--- config.mk ---
export PLATFORM = sky130hd
export DESIGN_NAME = clp_back
export DESIGN_NICKNAME = d
export VERILOG_FILES = /design/src/sv/clp_pkg.sv /design/src/sv/clp_back.sv
export SDC_FILE = /design/constraint.sdc
export NUM_CORES = 1
export LEC_CHECK = 0
export BUFFER_PORTS_ARGS = -buffer_cell sky130_fd_sc_hd__buf_2
export CORE_MARGIN = 2
export CORE_UTILIZATION = 55
export CTS_BUF_LIST = sky130_fd_sc_hd__clkbuf_16
export DETAILED_ROUTE_END_ITERATION = 10
export PLACE_DENSITY = 0.8
export SYNTH_ARGS = -nofsm -noshare
export SYNTH_HDL_FRONTEND = slang
export SYNTH_SLANG_ARGS = --single-unit
--- constraint.sdc ---
create_clock -name clk -period 9 [get_ports clk]
set_clock_uncertainty 0.15 [all_clocks]
set_input_delay 0.45 -clock clk [delete_from_list [all_inputs] [get_ports clk]]
set_output_delay 0.45 -clock clk [all_outputs]
set_load 0.05 [all_outputs]
--- src/sv/clp_pkg.sv ---
// ----------------------------------------------------------------------------
// clp_pkg
// shared constants, types and tables of the complex log / polar core
// ----------------------------------------------------------------------------
`timescale 1ns / 1ps

package clp_pkg;

    // sample and pipeline sizing
    localparam int SAMPLE_WIDTH  = 16;
    localparam int CORDIC_STAGES = 16;
    localparam int LOG_FRAC_BITS = 24;
    localparam int NUM_CELLS     = (CORDIC_STAGES > LOG_FRAC_BITS) ? CORDIC_STAGES
                                                                    : LOG_FRAC_BITS;
    localparam int STAGE_W       = $clog2(NUM_CELLS);

    // front end and back end register depths
    localparam int FRONT_STAGES  = 5;
    localparam int BACK_STAGES   = 3;
    localparam int PIPE_DEPTH    = FRONT_STAGES + NUM_CELLS + BACK_STAGES;

    // datapath widths
    localparam int SQ_W       = 2 * SAMPLE_WIDTH;
    localparam int EXP_W      = $clog2(SQ_W);
    localparam int MANT_W     = 31;
    localparam int GUARD_BITS = 60 - SAMPLE_WIDTH;
    localparam int XY_W       = 64;
    localparam int Z_W        = 36;
    localparam int T_W        = EXP_W + LOG_FRAC_BITS + 1;
    localparam int OUT_W      = 16;

    // log scaling
    localparam int LOG_SHIFT = LOG_FRAC_BITS + 30 + 1 - 10;
    localparam logic signed [31:0]      LN2_Q30       = 32'sd744261118;
    localparam logic signed [T_W-1:0]   LOG_OFFSET    =
        T_W'(longint'(2 * (SAMPLE_WIDTH - 1)) << LOG_FRAC_BITS);
    localparam logic signed [OUT_W-1:0] LOG_FLOOR_Q10 = -16'sd23579;

    // phase scaling
    localparam int PHASE_SHIFT = 17;
    localparam logic signed [Z_W-1:0]   PI_Q30        = Z_W'(64'd3373259426);
    localparam logic signed [Z_W-1:0]   PHASE_ROUND   = Z_W'(64'd65536);
    localparam logic signed [Z_W-1:0]   PHASE_MAX_Z   = Z_W'(64'd25736);
    localparam logic signed [OUT_W-1:0] PHASE_MAX_Q13 = 16'sd25736;

    // data handed from cell to cell
    typedef struct packed {
        logic                     zero;
        logic [EXP_W-1:0]         expo;
        logic [MANT_W-1:0]        mant;
        logic [LOG_FRAC_BITS-1:0] frac;
        logic signed [XY_W-1:0]   x;
        logic signed [XY_W-1:0]   y;
        logic signed [Z_W-1:0]    z;
    } cell_t;

    // atan(2^-i) in Q30, truncated
    function automatic logic [31:0] atan_q30(input logic [4:0] idx);
        logic [31:0] res;
        case (idx)
            5'd0:    res = 32'h3243F6A8;
            5'd1:    res = 32'h1DAC6705;
            5'd2:    res = 32'h0FADBAFC;
            5'd3:    res = 32'h07F56EA6;
            5'd4:    res = 32'h03FEAB76;
            5'd5:    res = 32'h01FFD55B;
            5'd6:    res = 32'h00FFFAAA;
            5'd7:    res = 32'h007FFF55;
            5'd8:    res = 32'h003FFFEA;
            5'd9:    res = 32'h001FFFFD;
            5'd10:   res = 32'h000FFFFF;
            5'd11:   res = 32'h0007FFFF;
            5'd12:   res = 32'h0003FFFF;
            5'd13:   res = 32'h0001FFFF;
            5'd14:   res = 32'h0000FFFF;
            5'd15:   res = 32'h00007FFF;
            5'd16:   res = 32'h00003FFF;
            5'd17:   res = 32'h00001FFF;
            5'd18:   res = 32'h00000FFF;
            5'd19:   res = 32'h000007FF;
            5'd20:   res = 32'h000003FF;
            5'd21:   res = 32'h000001FF;
            5'd22:   res = 32'h000000FF;
            5'd23:   res = 32'h0000007F;
            5'd24:   res = 32'h0000003F;
            5'd25:   res = 32'h0000001F;
            5'd26:   res = 32'h0000000F;
            5'd27:   res = 32'h00000007;
            5'd28:   res = 32'h00000003;
            5'd29:   res = 32'h00000001;
            default: res = 32'h00000000;
        endcase
        return res;
    endfunction

endpackage

--- src/sv/clp_back.sv ---
// ----------------------------------------------------------------------------
// clp_back
// log2 to ln scaling, phase rounding and saturation, result registers
// ----------------------------------------------------------------------------
`timescale 1ns / 1ps

module clp_back (
    input  logic                                clk,
    input  logic                                rst_n,
    input  logic                                valid_in,
    input  clp_pkg::cell_t                      data_in,
    output logic                                done,
    output logic signed [clp_pkg::OUT_W-1:0]    log_magnitude,
    output logic signed [clp_pkg::OUT_W-1:0]    phase_angle
);
    import clp_pkg::*;

    logic                     v1_reg;
    logic                     v2_reg;
    logic                     v3_reg;
    logic signed [T_W-1:0]    t_reg;
    logic signed [T_W-1:0]    t_next;
    logic                     zero1_reg;
    logic                     zero2_reg;
    logic signed [OUT_W-1:0]  ph1_reg;
    logic signed [OUT_W-1:0]  ph2_reg;
    logic signed [OUT_W-1:0]  ph_next;
    logic signed [Z_W-1:0]    z_round;
    logic signed [Z_W-1:0]    z_shift;
    logic signed [T_W+31:0]   prod_reg;
    logic signed [T_W+31:0]   prod_next;
    logic signed [OUT_W-1:0]  log_reg;
    logic signed [OUT_W-1:0]  log_next;
    logic signed [OUT_W-1:0]  phase_reg;

    // log2 relative to full scale, phase rounded half up and clamped to pi
    always_comb
    begin
        t_next  = $signed({1'b0, data_in.expo, data_in.frac}) - LOG_OFFSET;
        z_round = data_in.z + PHASE_ROUND;
        z_shift = z_round >>> PHASE_SHIFT;
        if (z_shift > PHASE_MAX_Z)
        begin
            ph_next = PHASE_MAX_Q13;
        end
        else if (z_shift < -PHASE_MAX_Z)
        begin
            ph_next = -PHASE_MAX_Q13;
        end
        else
        begin
            ph_next = OUT_W'(z_shift);
        end
    end

    // scale by ln2 and halve; the range never leaves 16 bits
    assign prod_next = t_reg * LN2_Q30;

    // zero vector takes the clamped floor
    assign log_next = zero2_reg ? LOG_FLOOR_Q10 : prod_reg[LOG_SHIFT +: OUT_W];

    // valid shift and result strobe
    always_ff @(posedge clk or negedge rst_n)
    begin
        if (!rst_n)
        begin
            v1_reg <= 1'b0;
            v2_reg <= 1'b0;
            v3_reg <= 1'b0;
        end
        else
        begin
            v1_reg <= valid_in;
            v2_reg <= v1_reg;
            v3_reg <= v2_reg;
        end
    end

    // payload registers
    always_ff @(posedge clk)
    begin
        t_reg     <= t_next;
        zero1_reg <= data_in.zero;
        ph1_reg   <= ph_next;
        prod_reg  <= prod_next;
        zero2_reg <= zero1_reg;
        ph2_reg   <= ph1_reg;
        log_reg   <= log_next;
        phase_reg <= ph2_reg;
    end

    assign done          = v3_reg;
    assign log_magnitude = log_reg;
    assign phase_angle   = phase_reg;

endmodule

**Word level (Yosys, flattened, before mapping)**

Cells that the tools add are included.

- Bits in registers: 159
- Input bits: 228
- Word-level logic and storage cells: 19

- Add/sub/neg operators: 2
- $mul: 1
- $lt $le $gt $ge: 2
- Mux-type cells: 1
- Reductions and logical operators: 1

Operators with widths:

| cell | number |
|---|---|
| multiplier 30 x 30 -> 60 bit, second input constant | 1 |
| adder 36 x 18 -> 36 bit, second input constant | 1 |
| subtractor 29 x 29 -> 30 bit, second input constant | 1 |
| greater-than comparator 19 x 16 -> 1 bit, second input constant | 1 |
| < comparator 19 x 16 -> 1 bit, second input constant | 1 |
| two-way mux 16 bit | 1 |
| OR reduction 2 bit | 1 |

**Longest topological paths before layout**

Gate-level depths: netlist (run 1).

- Depth after elaboration: 3
- Depth in mapped cells: 26
- Gate-level depth less buffers: 26

**Worst setup path before layout (run 1)**

OpenSTA, ideal clock, no wires.

- Kind: register -> register
- Start: reg t_reg[29]
- End: reg prod_reg[59]
- Setup time: 0.120 ns
- Arrival: 8.787 ns
- Required time: 8.730 ns
- Setup slack: -0.057 ns
- Stages on the path, launching flop included: 25
- Period minus slack after synthesis: 9.057 ns
- Cell sequence: dfxtp_1 clkbuf_1 inv_1 fa_1 inv_1 fa_1 fa_1 inv_1 fa_1 inv_1 fa_1 fa_1 fa_1 inv_1 fa_1 inv_1 ha_1 nand4_1 nor3_1 nand3_1 a311oi_1 a211oi_1 o31ai_1 nor4b_1 a211o_1

- Longest elaborated chain between the ends: 1

RTL lines:

| item | line | source |
|---|---|---|
| start, declared | clp_back.sv:21 | `logic signed [T_W-1:0] t_reg;` |
| start signal, assigned | clp_back.sv:82 | `t_reg <= t_next;` |
| multiplier 30 x 30 -> 60 bit | clp_back.sv:57 | `assign prod_next = t_reg * LN2_Q30;` |
| named net prod_next[59] | clp_back.sv:31 | `logic signed [T_W+31:0] prod_next;` |
| end signal, assigned | clp_back.sv:85 | `prod_reg <= prod_next;` |
| end, declared | clp_back.sv:30 | `logic signed [T_W+31:0] prod_reg;` |

The timed path passes the listed nets, and every way through them passes these cells.
A chain may end at the register's enable or synchronous reset.

**Final worst setup path (run 1)**

- Start: reg t_reg[12]
- End: reg prod_reg[60]

The elaborated chain is that of the path after synthesis.

==> summary.txt, run 1 <==
Placement
  – Final GP Congestion: 1.02
  – Hpwl dp: 42700 µm
  – I/O Buffers: 85

Clocking
  – Worst-skew pair later-pin latency: 0.44 ns
  – # clock sinks: 115
  – CTS tree: yes
  – Clock-pin slew on the worst setup and hold paths: 0.07 ns
  – Post-CTS setup buffers: 0
  – Clock root cell: clkbuf_16
  – CTS Buf Count: 17
  – Max H-tree Level: 4
  – Clock buffer depth: 2

Cells and area
  – NumNets Final: 2960
  – Share of cells above drive strength 1: 0.0788
  – Fillers: 2842
  – Max reg flops: 30
  – Synth-to-Final Area Change: 9.62%
  – # diodes: 0
  – Util after Layout: 0.609

Setup path
  – Worst r2r src: t_reg[12]
  – Worst Path Buf+Inv: 6
  – Crit path required time: 9.22 ns
  – Critical-path maximum fanout: 6
  – Crit-path max cell delay: 0.67 ns
  – Critical path class: flop to flop
  – Top delay family on crit path: adder cells
  – Worst EP arrival: 8.48 ns
  – Worst path slowest cell: a221oi_1
  – Critical Path Start Type: flop
  – Worst path cell trace: inv_1 > fa_1 > inv_1 > fa_1 > xor2_1 > ha_1 > inv_1 > fa_1 > inv_1 > fa_1 > ha_1 > fa_1 > inv_1 > fa_1 > inv_1 > ha_1 > a21oi_1 > o311ai_0 > a22oi_1 > nand2_1 > a221oi_1 > o221ai_1 > a221oi_1 > xnor2_1
  – Setup crit start: t_reg[12]
  – Crit end category: flop

Global routing
  – Total grt overflow: 0
  – Number of global-route vias before repair: 14500
  – All-Layer GR Usage: 0.286
  – Largest net degree at the start of global routing: 35
  – First-pass GRT wire length: 78000 µm
  – Antenna violations before repair: 0

Worst hold path
  – Hold path startpoint: data_in[220]
  – Worst Hold Class: input pin to flop

Timing
  – Final hold slack: 0.0484 ns
  – Total negative setup slack: 0 ns
  – Fmax: 121 MHz
  – Final-report setup violation count: 0
  – Hold Vio Cnt, Final: 0
  – Measured slew at the worst slew-check pin: 0.907 ns
  – RSZ-0062 raised after global routing: no
  – Final Cycle Share: 0.918
  – Worst slew margin: 0.387
  – Max-slew violation count: 0
  – Minimum clock period: 8.26 ns

Yosys
  – Yosys top cell area share: 0.433
  – Yosys top cell by area: fa_1
  – Asr flop ratio synth: 0.0261
  – EDFF count, synth: 0
  – Register area share after synthesis: 0.118
  – Syn nets: 2832
  – Post-Syn Area per Cell: 10.5 µm²
  – Synth top area cells: fa_1 43%, ha_1 19%, dfxtp_1 11%, inv_1 11%, a21oi_1 1.7%
  – Number of synthesized register bits: 115
  – Synthesized instance count: 1876
  – Synth warn: 0
  – Most used flip-flop cell after synthesis: dfxtp_1
  – Synthesized cell area: 19700 µm²
  – Post-synth cell types: 65

Drt
  – DRT Pass-1 Iters: 5
  – Routed vias: 13400
  – Antenna Nets Post-Route: 0
  – Iter 0 DRT Violations: 685
  – Routed len/inst: 19.9 µm
  – Residual DRC count: 0
  – Post-Route WL: 49400 µm
  – Average vias per placed instance: 5.40

Floorplanning
  – Die Height: 193 µm
  – Die width: 193 µm
  – Initial core utilization: 0.555
  – Core region area: 35400 µm²
  – Io pins: 261
  – # rows: 69
  – Die Area: 37300 µm²

Flow run
  – Max-cap violations: 0

Status
  – Status: completed
-- cells in the mapped netlist, types with 6 or more instances --
cell	n
inv_1	562
a22oi_1	6
and3_1	9
a21o_1	26
a21oi_1	68
nor4_1	6
nor3_1	10
ha_1	303
nand4_1	19
nand3_1	22
a31oi_1	9
clkbuf_1	9
nor2_1	26
dfxtp_1	112
xnor2_1	30
nand2_1	51
a211oi_1	9
nor2b_1	14
fa_1	425
o21ai_0	30
xor2_1	33
or2_2	13
-- per-layer routing --
metal / vias up / global-route usage / wire (µm)
li1: 6030 / - / -
met1: 6736 / 0.352 / 19200
met2: 481 / 0.478 / 24000
met3: 129 / 0.0612 / 3410
met4: 0 / 0.148 / 2820
met5: - / 0 / 0
-- logic make-up (layout without fill, tap and decap cells) --
logic type               count (synthesis)  after routing  share of synthesized area
AO/OA/AOI/OAI                          198            198                     0.0647
XOR/XNOR                                63             63                     0.0281
buffers and inverters                  581            722                      0.112
adder cells (fa/ha/maj)                728            728                      0.626
flip-flops                             115            115                      0.118
AND/OR/NAND/NOR                        191            191                     0.0516
-- path summary, 6_finish.rpt --
check	endpoint	cells past startpoint	slack (ns)
min in group asynchronous	done	2	0.19
worst min register to register	phase_angle[10]	0	0.17
max in group asynchronous	v2_reg	2	8.41
worst max register to register	prod_reg[60]	24	0.74
worst max-delay path	prod_reg[60]	24	0.74
worst min-delay path	t_reg[25]	2	0.05
-- layout by cell type, fill, tap and decap left out, types with 10 or more instances in the layout --
master	synthesis	final
inv_1	562	561
fa_1	425	425
ha_1	303	303
dfxtp_1	112	111
buf_2	4	85
a21oi_1	68	68
nand2_1	51	51
xor2_1	33	33
xnor2_1	30	30
o21ai_0	30	30
dlygate4sd3_1	0	28
nor2_1	26	26
a21o_1	26	26
nand3_1	22	22
nand4_1	19	19
clkbuf_16	0	17
nor2b_1	14	14
or2_2	13	13
buf_4	2	13
nor3_1	10	10
-- timing repair --
action | CTS | global route
hold buffers | 28 | 0
gates resized for setup | 0 | 0
endpoints found under the hold margin | 30 | 0
-- stage by stage --
| stage | area, µm² | setup WS [ns] | cells |
|---|---|---|---|
| after global placement | 20700 | 0.987 | 2418 |
| after global routing | 21500 | 0.376 | 2478 |
| after CTS | 21500 | 0.897 | 2478 |
| final | 21500 | 0.738 | 2478 |
| after detailed placement | 20700 | 0.961 | 2418 |
| after floorplan | 19700 | 0.415 | 1876 |
-- cell type report --
cell class,count,area [µm²],area share
Inverter,564,2120,0.0983
Timing Repair Buffer,126,803,0.0373
Multi-Input combinational cell,1180,15100,0.703
Clock inverter,15,163,0.00755
Sequential cell,115,2320,0.108
Clock buffer,17,425,0.0197
Tap cell,461,577,0.0268
Power of run 1 is not shown: default switching activity piles up to over one toggle a cycle in this logic, so the estimate is an artifact.
==> run 2, diff against run 1 <==
--- a/config.mk
+++ b/config.mk
@@ -5,12 +5,13 @@
 export SDC_FILE = /design/constraint.sdc
 export NUM_CORES = 1
 export LEC_CHECK = 0
+export ABC_AREA = 1
 export BUFFER_PORTS_ARGS = -buffer_cell sky130_fd_sc_hd__buf_2
 export CORE_MARGIN = 2
 export CORE_UTILIZATION = 55
 export CTS_BUF_LIST = sky130_fd_sc_hd__clkbuf_16
 export DETAILED_ROUTE_END_ITERATION = 10
-export PLACE_DENSITY = 0.8
+export PLACE_DENSITY = 0.79
 export SYNTH_ARGS = -nofsm -noshare
 export SYNTH_HDL_FRONTEND = slang
 export SYNTH_SLANG_ARGS = --single-unit
==> summary.txt, run 2 <==
Cells and area
  – Synth-to-Final Area Change: 9.28%
  – Max reg flops: 30 (unchanged)
  – Commonest non-fill, non-tap cell in the layout: inv_1
  – Most frequent cells in the layout: 692 x inv_1, 425 x fa_1, 303 x ha_1, 246 x nand2_1, 150 x nor2_1
  – NumNets Final: 3363 (+14%)
  – Share of cells above drive strength 1: 0.0628 (-0.0160)
  – # diodes: 0 (unchanged)

Yosys
  – Asr flop ratio synth: 0.0261 (unchanged)
  – Synthesized instance count: 2276 (+21%)
  – Post-Synth XOR/XNOR Area: 0.0193 (-0.00874)
  – Post-Syn Area per Cell: 9.15 µm² (-13%)
  – Register area share after synthesis: 0.111 (-0.00671)
  – Largest family of logic cells by synthesized area: adder cells
  – Yosys top cell by area: fa_1
  – Synth Area in Simple Gates: 0.106 (+0.0545)
  – Synthesized cell area: 20800 µm² (+6.0%)
  – Number of synthesized register bits: 115 (unchanged)
  – Most used flip-flop cell after synthesis: dfxtp_1
  – Cell with the most instances after synthesis: inv_1
  – Top cells by count, synth: 692 x inv_1, 425 x fa_1, 303 x ha_1
  – Post-synthesis compound-gate area fraction: 0.0470 (-0.0177)
  – Adder-cell share of the synthesized area: 0.590 (-0.0356)
  – Yosys top cell area share: 0.408 (-0.0246)
  – Post-synth cell types: 36 (-45%)
  – Synth top area cells: fa_1 41%, ha_1 18%, inv_1 12%, dfxtp_1 11%, nand2_1 4.4%
  – Synth warn: 0 (unchanged)
  – Post-synthesis mux area share: 0 (unchanged)
  – EDFF count, synth: 0 (unchanged)
  – Syn nets: 3232 (+14%)

Placement
  – I/O Buffers: 85 (unchanged)
  – Final GP Congestion: 1.05 (+3.5%)
  – Hpwl dp: 48000 µm (+12%)

Global routing
  – Largest net degree at the start of global routing: 37 (+5.7%)
  – Total grt overflow: 0 (unchanged)
  – Antenna violations before repair: 0 (unchanged)
  – All-Layer GR Usage: 0.302 (+0.0156)
  – First-pass GRT wire length: 88300 µm (+13%)
  – Number of global-route vias before repair: 17000 (+17%)

Flow run
  – Max-cap violations: 0 (unchanged)

Drt
  – Antenna Nets Post-Route: 0 (unchanged)
  – DRT Pass-1 Iters: 6 (+1)
  – Routed vias: 15300 (+14%)
  – Average vias per placed instance: 5.21 (-3.4%)
  – Routed len/inst: 18.6 µm (-6.5%)
  – Post-Route WL: 54600 µm (+11%)
  – Iter 0 DRT Violations: 1030 (+50%)
  – Residual DRC count: 0 (unchanged)

Floorplanning
  – Io pins: 261 (unchanged)
  – Die Area: 39500 µm² (+5.9%)
  – Core region area: 37500 µm² (+5.9%)
  – Initial core utilization: 0.556 (+0.000661)
  – Die Height: 199 µm (+2.9%)
  – Die width: 199 µm (+2.9%)
  – # rows: 71 (+2.9%)

Setup path
  – Worst path slowest cell: fa_1
  – Cell mode on critical path: inv_1
  – Crit-path max cell delay: 0.68 ns (about the same)
  – Crit path required time: 9.20 ns (-0.02 ns)
  – Critical-path maximum fanout: 6 (unchanged)
  – Crit end category: flop
  – Critical Path Start Type: flop
  – Critical path class: flop to flop
  – Worst EP arrival: 7.76 ns (-0.72 ns)

Clocking
  – Max H-tree Level: 4 (unchanged)
  – CTS resizes: 0 (unchanged)
  – Clock buffer depth: 2 (unchanged)
  – CTS Buf Count: 17 (unchanged)
  – CTS tree: yes
  – Clock root cell: clkbuf_16
  – # clock sinks: 115 (unchanged)
  – Worst-skew pair later-pin latency: 0.45 ns (about the same)
  – Post-CTS setup buffers: 0 (unchanged)
  – Clock-pin slew on the worst setup and hold paths: 0.07 ns (about the same)

Timing
  – Hold Vio Cnt, Final: 0 (unchanged)
  – Total negative setup slack: 0 ns (unchanged)
  – Measured slew at the worst slew-check pin: 0.809 ns (-0.0984 ns)
  – RSZ-0062 raised after global routing: no
  – Worst slew margin: 0.461 (+0.0733)
  – Final Cycle Share: 0.840 (-0.0781)
  – Fmax: 132 MHz (+9.3%)
  – Max-slew violation count: 0 (unchanged)
  – Final-report setup violation count: 0 (unchanged)
  – Minimum clock period: 7.56 ns (-0.703 ns)

Worst hold path
  – Worst Hold Class: input pin to flop

Status
  – Status: completed
run 2: cell count changes in the layout (fill, tap and decap cells not counted), moves of 8 or more:
| cell | previous run | this run |
|---|---|---|
| nand2_1 | 51 | 246 |
| nor3_1 | 10 | 18 |
| xnor2_1 | 30 | 9 |
| nor2_1 | 26 | 150 |
| inv_1 | 561 | 692 |
| and3_1 | 9 | 1 |
| o21ai_0 | 30 | 48 |
| a21o_1 | 26 | 18 |
| nor2b_1 | 14 | 0 |
| buf_4 | 13 | 2 |
| nand3_1 | 22 | 45 |
| a211oi_1 | 9 | 0 |
| a21oi_1 | 68 | 77 |
run 2: repair_timing:
| action | 4_1_cts | 5_1_grt |
|---|---|---|
| setup endpoints to repair | 0 | 0 |
| hold endpoints to repair | 30 | 0 |
| hold buffers | 28 | 0 |
run 2: final cells by class:
cell class	count	area, µm²
Multi-Input combinational cell	1465	15900
Fill cell	3166	14700
Inverter	693	2600
Sequential cell	115	2320
Timing Repair Buffer	115	721
Tap cell	511	639
Clock buffer	17	425
Clock inverter	15	174
run 2: worst max-delay path: cells and delay by family, from the launching register on:
family                   cells  cell delay, ns
buffers and inverters        9            0.75
flip-flops                   1            0.54
XOR/XNOR                     1            0.18
adder cells (fa/ha/maj)      9            4.45
AO/OA/AOI/OAI                1            0.37
AND/OR/NAND/NOR              7            1.00
run 2: kinds of logic (layout without fill, tap and decap cells):
kind of cell               after synthesis  in the layout
adders and majority gates              728            728
and+or+nand+nor                        518            518
DFF                                    115            115
AOI/OAI and AO/OA                      173            173
xor gates and xnor gates                46             46
buffers and inverters                  696            840
run 2: routing by layer:
| layer | part of all wire | global-route usage | wire length, µm |
|---|---|---|---|
| met4 | 0.067 | 0.181 | 3650 |
| met3 | 0.072 | 0.0693 | 3940 |
| met1 | 0.38 | 0.356 | 20800 |
| met2 | 0.48 | 0.504 | 26200 |
| met5 | 0 | 0 | 0 |
run 2: stage by stage:
stage                util  cell area, µm²  cells  hold slack, ns  worst slack (ns)
floorplan               -           20800   2276         0.00441             0.271
global placement    0.584           21900   2871          0.0937              1.67
detailed placement  0.584           21900   2871          0.0985              1.57
CTS                 0.607           22800   2931         0.00998              1.55
global route        0.607           22800   2931          0.0298              1.09
finish              0.607           22800   2931          0.0282              1.44
run 2: path summary, 6_finish.rpt:
kind / start / endpoint / cells past startpoint / slack (ns)
worst min register to register: ph2_reg[4] / phase_angle[4] / 0 / 0.17
max in group asynchronous: rst_n / v2_reg / 2 / 8.42
worst max-delay path: t_reg[13] / prod_reg[58] / 27 / 1.44
min in group asynchronous: rst_n / done / 2 / 0.17
worst min-delay path: data_in[220] / t_reg[25] / 2 / 0.03
worst max register to register: t_reg[13] / prod_reg[58] / 27 / 1.44
Power of run 2 is left out for the same reason.
==> run 3, diff against run 2 <==
==> constraint.sdc (replaced) <==
create_clock -name clk -period 6.94 [get_ports clk]
set_clock_uncertainty 0.15 [all_clocks]
set_input_delay 0.347 -clock clk [delete_from_list [all_inputs] [get_ports clk]]
set_output_delay 0.347 -clock clk [all_outputs]
set_load 0.05 [all_outputs]
==> summary.txt, run 3 (synthesis gave the netlist of run 2 again) <==
Status
  – Status: completed

Placement
  – I/O Buffers: 85 (unchanged)
  – Hpwl dp: 50300 µm (+4.9%)
  – DP Worst Slack: 0.0379 ns (-1.54 ns)
  – Final GP Congestion: 1.05 (+0.12%)

Drt
  – Residual DRC count: 0 (unchanged)
  – Iter 0 DRT Violations: 1031 (+0.097%)
  – Routed vias: 15400 (+0.77%)
  – DRT Pass-1 Iters: 5 (-1)
  – Average vias per placed instance: 5.14 (-1.4%)
  – Antenna Nets Post-Route: 0 (unchanged)
  – Post-Route WL: 56200 µm (+2.9%)
  – Routed len/inst: 18.8 µm (+0.71%)

Cells and area
  – Synth-to-Final Area Change: 12.4%
  – Max reg flops: 30 (unchanged)
  – Share of cells above drive strength 1: 0.104 (+0.0407)
  – Commonest non-fill, non-tap cell in the layout: inv_1
  – Most frequent cells in the layout: 681 x inv_1, 417 x fa_1, 298 x ha_1, 244 x nand2_1, 144 x nor2_1
  – Util after Layout: 0.625 (+0.0172)
  – NumNets Final: 3425 (+1.8%)

Clocking
  – Clock buffer depth: 2 (unchanged)
  – Max H-tree Level: 4 (unchanged)
  – # clock sinks: 115 (unchanged)
  – Clock root cell: clkbuf_16
  – CTS tree: yes
  – CTS Buf Count: 17 (unchanged)
  – Clock-pin slew on the worst setup and hold paths: 0.06 ns (about the same)
  – Worst-skew pair later-pin latency: 0.45 ns (about the same)

Timing
  – Hold Vio Cnt, Final: 0 (unchanged)
  – Measured slew at the worst slew-check pin: 0.746 ns (-0.0629 ns)
  – Worst slew margin: 0.503 (+0.0419)
  – Setup ws final: 0.216 ns (-1.22 ns)
  – Fmax: 149 MHz (+12%)
  – Max-slew violation count: 0 (unchanged)
  – Minimum clock period: 6.72 ns (-0.835 ns)
  – Final-report setup violation count: 0 (unchanged)
  – Final Cycle Share: 0.969 (+0.129)
  – Final hold slack: 0.0802 ns (+0.0520 ns)

Floorplanning
  – Io pins: 261 (unchanged)
  – Core region area: 37500 µm² (unchanged)
  – Initial core utilization: 0.556 (unchanged)
  – Die width: 199 µm (unchanged)
  – Die Height: 199 µm (unchanged)
  – Die Area: 39500 µm² (unchanged)
  – # rows: 71 (unchanged)

Setup path
  – Critical Path Start Type: flop
  – Crit path required time: 7.18 ns (-2.02 ns)
  – Setup crit start: t_reg[13]
  – Worst r2r src: t_reg[13]
  – Worst EP arrival: 6.96 ns (-0.80 ns)
  – Reg-to-reg endpoint: prod_reg[58]
  – Setup crit end: prod_reg[58]
  – Crit-path max cell delay: 0.56 ns (-0.12 ns)
  – Worst reg2reg path depth: 29 (+7.4%)
  – Worst path slowest cell: fa_1
  – Critical path class: flop to flop
  – Critical-path maximum fanout: 4 (-2)
  – Crit end category: flop
  – Cell mode on critical path: inv_1
  – R2R setup slack: 0.22 ns (-1.22 ns)

Global routing
  – First-pass GRT wire length: 89500 µm (+1.4%)
  – Largest net degree at the start of global routing: 35 (-5.4%)
  – Number of global-route vias before repair: 16800 (-1.3%)
  – Antenna violations before repair: 1 (+1)
  – Total grt overflow: 0 (unchanged)
  – All-Layer GR Usage: 0.309 (+0.00686)

Worst hold path
  – Worst Hold Class: input pin to asynchronous set/reset pin

Flow run
  – Max-cap violations: 0 (unchanged)
run 3: critical path, delay by kind of cell, from the launching register on:
| kind | cells | cell delay (ns) |
|---|---|---|
| fa+ha+maj | 9 | 4.22 |
| simple gates | 8 | 0.81 |
| buf+inv | 10 | 0.79 |
| flops | 1 | 0.34 |
| xor+xnor | 1 | 0.18 |
| compound gates | 1 | 0.18 |
run 3: through the flow:
step,setup TNS [ns],std cells,area [µm²]
after floorplan,-7.01,2276,20900
after global placement,0,2921,22300
after detailed placement,0,2921,22300
after CTS,0,2986,23200
after global routing,-0.0347,2994,23400
final,0,2994,23400
run 3: cell type report:
type / count / area (µm²)
antenna: 1 / 2.50
clock buffer: 17 / 425
clock inverter: 15 / 160
fill: 3204 / 14100
inverter: 693 / 2610
multi-input combinational: 1465 / 16100
sequential: 115 / 2320
tap: 511 / 639
timing repair buffer: 177 / 1200
run 3: how the worst min path moves through the flow:
stage             end  slack [ns]  cells past startpoint
5_1_grt        v1_reg        0.09                      2
4_1_cts        v1_reg        0.06                      2
3_3_place_gp   v2_reg      -0.008                      1
6_report       v1_reg        0.08                      2
3_5_place_dp   v2_reg       0.002                      1
2_1_floorplan    done        -0.1                      0
run 3: what timing repair did:
| action | 4_1_cts | 5_1_grt |
|---|---|---|
| gates resized for setup | 0 | 42 |
| hold endpoints to repair | 35 | 0 |
| endpoints found under the setup margin | 0 | 16 |
| setup buffers | 0 | 7 |
| hold buffers | 33 | 0 |
run 3: metal layers:
layer,global-route usage,wire length (µm)
met3,0.0427,3350
met5,0,0
met4,0.163,3270
met1,0.389,22700
met2,0.519,26900
Power of run 3 is left out for the same reason.
